[src/design/tpwa_pkg.sv]
// Package for the tactile patch wrench accumulator.
// Holds widths, limits, register indexes and controller command/status types.
// No dependencies.
`default_nettype none
package tpwa_pkg;
  localparam int PosW   = 20;
  localparam int NrmW   = 16;
  localparam int RdW    = 24;
  localparam int ForceW = 40;
  localparam int MomW   = 44;
  localparam int IdxW   = 4;
  localparam int CfgW   = 32;
  localparam int CfgAW  = 1;
  localparam int MaxCells = 256;
  localparam int CntW   = $clog2(MaxCells + 1);

  localparam logic [CfgAW-1:0] RegForceScale = 1'b0;
  localparam logic [CfgAW-1:0] RegThreshold  = 1'b1;

  localparam logic signed [PosW-1:0] PosMax = {1'b0, {(PosW-1){1'b1}}};
  localparam logic signed [PosW-1:0] PosMin = {1'b1, {(PosW-1){1'b0}}};

  // Commands from controller to datapath.
  typedef struct packed {
    logic load;       // capture input beat
    logic mul_gain;   // gain = scale * reading
    logic mul_force;  // cell force components
    logic mul_mom;    // cross products, then accumulate
    logic clear;      // clear frame state
    logic out_load;   // load output register with corner sel
    logic [1:0] corner;
    logic out_last;
  } tpwa_cmd_t;

  typedef struct packed {
    logic contact_seen;
  } tpwa_sts_t;
endpackage
`default_nettype wire

[src/design/tpwa_ctrl.sv]
// Controller: sequences one cell through the datapath and emits results.
// Depends on tpwa_pkg.
`default_nettype none
module tpwa_ctrl (
  input  wire logic clk,
  input  wire logic rst,
  input  wire logic in_valid,
  output logic in_ready,
  input  wire logic last_cell,
  output logic out_valid,
  input  wire logic out_ready,
  output logic take,
  output tpwa_pkg::tpwa_cmd_t cmd,
  input  wire tpwa_pkg::tpwa_sts_t sts
);
  import tpwa_pkg::*;

  localparam logic [2:0] SIdle = 3'd0, SGain = 3'd1, SForce = 3'd2, SMom = 3'd3,
                         SAcc = 3'd4, SEmit = 3'd5, SWait = 3'd6;

  logic [2:0] state, state_next;
  logic [CntW-1:0] count;
  logic last_r;
  logic [1:0] corner;
  logic accept;

  assign in_ready = (state == SIdle);
  assign accept = in_valid && in_ready;
  assign take = (count < CntW'(MaxCells));

  always_comb begin
    cmd = '0;
    state_next = state;
    cmd.corner = corner;
    cmd.out_last = !sts.contact_seen || (corner == 2'd3);
    case (state)
      SIdle: if (accept) begin cmd.load = 1'b1; state_next = SGain; end
      SGain: begin cmd.mul_gain = 1'b1; state_next = SForce; end
      SForce: begin cmd.mul_force = 1'b1; state_next = SMom; end
      SMom: begin cmd.mul_mom = 1'b1; state_next = SAcc; end
      SAcc: state_next = last_r ? SEmit : SIdle;
      SEmit: if (!out_valid || out_ready) begin
        cmd.out_load = 1'b1; state_next = SWait;
      end
      SWait: if (out_ready) begin
        if (cmd.out_last) begin cmd.clear = 1'b1; state_next = SIdle; end
        else state_next = SEmit;
      end
      default: state_next = SIdle;
    endcase
  end

  always_ff @(posedge clk) begin
    if (rst) begin
      state <= SIdle; count <= '0; last_r <= 1'b0; corner <= '0; out_valid <= 1'b0;
    end else begin
      state <= state_next;
      if (accept) begin
        last_r <= last_cell;
        if (take) count <= count + 1'b1;
      end
      if (cmd.out_load) out_valid <= 1'b1;
      else if (out_ready) out_valid <= 1'b0;
      if (state == SWait && out_ready) corner <= cmd.out_last ? 2'd0 : corner + 2'd1;
      if (cmd.clear) count <= '0;
    end
  end
endmodule
`default_nettype wire

[config.mk]
export PLATFORM = sky130hd
export DESIGN_NAME = tpwa_ctrl
export DESIGN_NICKNAME = d
export VERILOG_FILES = /design/src/design/tpwa_pkg.sv /design/src/design/tpwa_ctrl.sv
export SDC_FILE = /design/constraint.sdc
export NUM_CORES = 1
export LEC_CHECK = 0
export ABC_AREA = 1
export BUFFER_PORTS_ARGS = -buffer_cell sky130_fd_sc_hd__buf_2
export CORE_ASPECT_RATIO = 1.4
export CORE_MARGIN = 2
export CORE_UTILIZATION = 34
export CTS_CLUSTER_SIZE = 14
export DETAILED_ROUTE_END_ITERATION = 8
export MAX_ROUTING_LAYER = met4
export SYNTH_ARGS = -nofsm -noshare
export SYNTH_HDL_FRONTEND = slang
export SYNTH_SLANG_ARGS = --single-unit
[constraint.sdc]
create_clock -name clk -period 1.2 [get_ports clk]
set_input_delay 0.12 -clock clk [delete_from_list [all_inputs] [get_ports clk]]
set_output_delay 0.12 -clock clk [all_outputs]
set_load 0.005 [all_outputs]
Word-level counts from Yosys, hierarchy flattened. Index checks and enable logic that the tools add are counted.

Bits in latches: 0. Input port bits: 6. RAM bits: 0. Memories: 0. Bits in read-only memories: 0. Flip-flop bits (word level): 16. Logic and storage cells: 48.

Shift operators: 0. Magnitude comparators: 1. Div/mod/pow operators: 0. Equal/unequal tests: 10. Reduce and logical (&&, ||, !) cells: 11. Add/subtract/negate cells: 2. Multipliers: 0. Bitwise operators: 0. Multiplexer cells: 19.

Operators with widths (number): $pmux W3 S7 (1); $mux W3 (5); $mux W1 (12); $add A9 B1 Y9 const B (1); $eq A3 B3 Y1 const B (3); $lt A9 B9 Y1 const B (1); $eq A3 B2 Y1 const B (2); $ne A2 B2 Y1 const B (2); $eq A3 B1 Y1 const B (1); $logic_not A3 Y1 (1); $reduce_and A3 Y1 (1); $add A2 B1 Y2 const B (1); $eq A2 B2 Y1 const B (1); $logic_and A1 B1 Y1 (2); $logic_not A1 Y1 (2); $logic_or A1 B1 Y1 (2); $mux W2 (1); $ne A2 B1 Y1 const B (1); $reduce_and A2 Y1 (1); $reduce_bool A2 Y1 (1); $reduce_or A2 Y1 (1).

Longest topological paths before layout.
Depth after elaboration: 6. Gate-level depth with buffers: 8. Depth with buffers taken out: 8.

Worst setup path before layout. No wires, ideal clock.

Kind: register to register. Start: register corner[0]. End: register count[5]. Cell stages (with the launch flop): 9. Clock period less this slack: 1.266 ns. Data required time: 1.085 ns. Arrival time: 1.151 ns. Buffers on the path: 0. Setup slack: -0.066 ns. Cells stage by stage: dfxtp_1 > ha_1 > inv_1 > nand2_1 > clkinv_1 > nor2_8 > nor2_8 > nand2_1 > nor2_1.

RTL lines: from (decl) (line tpwa_ctrl.sv:24) `logic [1:0] corner;`; from (signal assigned) (line tpwa_ctrl.sv:64) `if (state == SWait && out_ready) corner <= cmd.out_last ? 2'd0 : corner + 2'd1;`; to (signal assigned) (line tpwa_ctrl.sv:60) `if (take) count <= count + 1'b1;`; to (decl) (line tpwa_ctrl.sv:22) `logic [CntW-1:0] count;`.

==> reports/qor.yml <==
outcome:
  status: "finished, violations left"
  violations: "setup timing"
die:
  die_width_um: 48.0
  design.core.area_um2: 2620
  die_h_um: 65.6
  effective_utilization_at_floorplan: 0.353
  io-pin-count: 18
  fp-row-count: 22
  fp.dieArea_um2: 3150
logic_synthesis:
  syn_avg_cell_area_um2: 7.20
  ys_ff_latch: 16
  postSynthCellCount: 128
  synthesis.yosys.warnings: 0
  ys_seq_area_frac: 0.347
  synth_fp_nets: 136
  syn_area_um2: 922
  synth.distinct_cells: 23
critical_path:
  crit-reg2reg-launch: "state[0]"
  startpoint_type: "flip-flop"
  timing.critical_path.to_type: "primary output"
  worst-setup-path-type: "flip-flop to primary output"
  cp_slowest_cell: "dfxtp_4"
  worst_ep_arrival_time_ps: 1160
  worst-endpoint-required_ps: 1080
  worstPathMaxFanout: 3
  critical_path.startpoint: "state[0]"
  worst_path_largest_cell_delay_ps: 380
  crit_chain: "inv_4 > nand3_2 > inv_2 > nand2_4 > nor2_8 > buf_6"
timing:
  finalSetupViolCount: 13
  rsz0062_at_grt: "yes"
  tightest_slew_ps: 230
  fmax_mhz: 778
  timing.final.crit_period_ps: 1280
  final.period_utilization: 1.07
  fin_skew_ps: 4.45
  final_critical_path_setup_slack_ps: -84.9
  slew_limit_headroom: 0.846
  final-max-slew-violation-count: 0
  final-hold-violation-count: 0
min_path:
  type_of_the_tightest_min_delay_check: "input port to flip-flop"
  min_from: "last_cell"
power_and_ir_drop:
  cellPowerDensity_nw_per_um2: 906
  cellLeakagePower_nw: 0.616
  pwr-share-clk: 0.305
  power.ir.vdd_worst_mv: 0.642
  report.power.total_w: 0.00120
  power.share.switching: 0.289
  combPwrFrac: 0.221
  cell_internal_pwr_w: 0.000856
  power.net_switching_w: 0.000348
  seq_power_share: 0.473
global_routing:
  grt_pass1_vias: 900
  pin_count_of_the_biggest_net_entering_global_routing: 10
  globalRoute.totalOverflow: 0
  antenna_found_initial: 0
  grt_pass1_wl_mm: 3.45
  gr-usage-all-layers: 0.153
detailed_routing:
  drt-total-wl_mm: 2.20
  num_vias: 929
  wire_per_inst_um: 11.1
  drt_iter0_drc: 14
  drt_first_pass_iters: 4
  detail_route.drc_violations: 0
  viasPerCell: 4.69
  antenna_violating_nets_post_route: 0
clock_tree:
  holdBufCountCts: 0
  tritoncts: "done"
  path_clk_slew_ps: 100
  worstSkewPairLatency_ps: 290
  tritoncts.num_buffers: 3
  cts-root-to-sink-buffers: 2
  cts.sink_count: 16
  root_buffer_selected_by_cts: "clkbuf_4"
  cts_max_level: 1
place:
  placed_cells_incl_taps: 182
  globalplace.congestion: 0.791
  detailed_place_hpwl_mm: 1.52
  pre_cts_ws_ps: 6.41
  io_buffers: 17
cells_and_area:
  multi_input_combinational_cell_area_um2: 593
  final_cell_mix: "28 x nand2_1, 14 x buf_2, 12 x nor2_1, 12 x a21oi_1, 11 x buf_4"
  area_growth_syn_to_layout_pct: 44.0
  number_of_antenna_repair_diodes: 0
  final_cells: 198
  n_fill_cell: 257
  nets: 171
  sequential_cell_area_um2: 337
  drive_gt1_frac: 0.506
  mostFrequentLayoutCell: "nand2_1"
flow_run:
  maxCapViolations: 0
==> cell type report <==
cell class	count	area share
inverter	20	0.0641
multi-input combinational	90	0.447
timing repair buffer	32	0.174
clock buffer	4	0.0273
sequential	16	0.254
tap	36	0.0339
==> sequential cells by signal, summed over array words and instances (netlist names) <==
name / count
out_valid: 1
last_r: 1
corner: 2
count: 9
state: 3
==> power groups by stage <==
stage	sequential [W]	clock (W)	combinational (W)
after global routing	0.000572	0.000399	0.000297
after detailed placement	0.000580	0	0.000178
after CTS	0.000564	0.000375	0.000238
final	0.000570	0.000367	0.000266
after global placement	0.000579	0	0.000175
after floorplan	0.000576	0	0.000133
==> worst max-delay path: cells and delay by family, from the launching register on <==
kind	cells	cell delay [ps]
simple gates	3	250
buf+inv	3	250
flops	1	380
==> cell usage after synthesis, drive strengths merged <==
master,instances,area (um2)
xor2,1,8.76
nand4,1,21.3
inv,19,71.3
dfxtp,16,320
o21ai,1,5.00
clkinv,1,3.75
o21bai,1,11.3
nor2,24,153
ha,2,25.0
nand3,13,80.1
a21oi,13,65.1
nor3,2,15.0
buf,2,12.5
nand2,32,130
==> metrics by stage <==
| stage | hold WS (ps) | util | TNS, ps | instance area [um2] |
|---|---|---|---|---|
| 2_1_floorplan | 263 | - | 0 | 923 |
| 4_1_cts | 66.4 | 0.474 | -470 | 1240 |
| 6_report | 77.1 | 0.508 | -565 | 1330 |
| 3_5_place_dp | 382 | 0.407 | 0 | 1060 |
| 5_1_grt | 90.6 | 0.508 | -1590 | 1330 |
| 3_3_place_gp | 372 | 0.407 | 0 | 1060 |
==> layer usage <==
metal,wire length [um],vias to the layer above,global-route usage
li1,-,468,-
met1,850,435,0.147
met2,1250,20,0.292
met3,72,6,0.0247
met4,27,0,0.0439
met5,0,-,-
==> path summary, 6_finish.rpt <==
check / end / slack (ps) / cells past startpoint
setup / recovery: cmd[4] / -80 / 6
hold / removal: last_r / 80 / 3
setup reg to reg: count[7] / -80 / 7
hold reg to reg: last_r / 480 / 2
==> kinds of logic (layout without fill, tap and decap cells) <==
logic type	Yosys count	after routing	share of synthesized area
xor+xnor	1	1	0.00950
buf+inv	22	56	0.0950
fa+ha+maj	2	2	0.0271
simple gates	72	72	0.433
flops	16	16	0.347
compound gates	15	15	0.0882
==> what timing repair did <==
item / 4_1_cts / 5_1_grt
setup buffers: 11 / 1
resized for setup: 18 / 24
setup endpoints to repair: 9 / 21
pin swaps: 12 / 13
cloned: 0 / 0
Power figures use the tool's default switching activity.
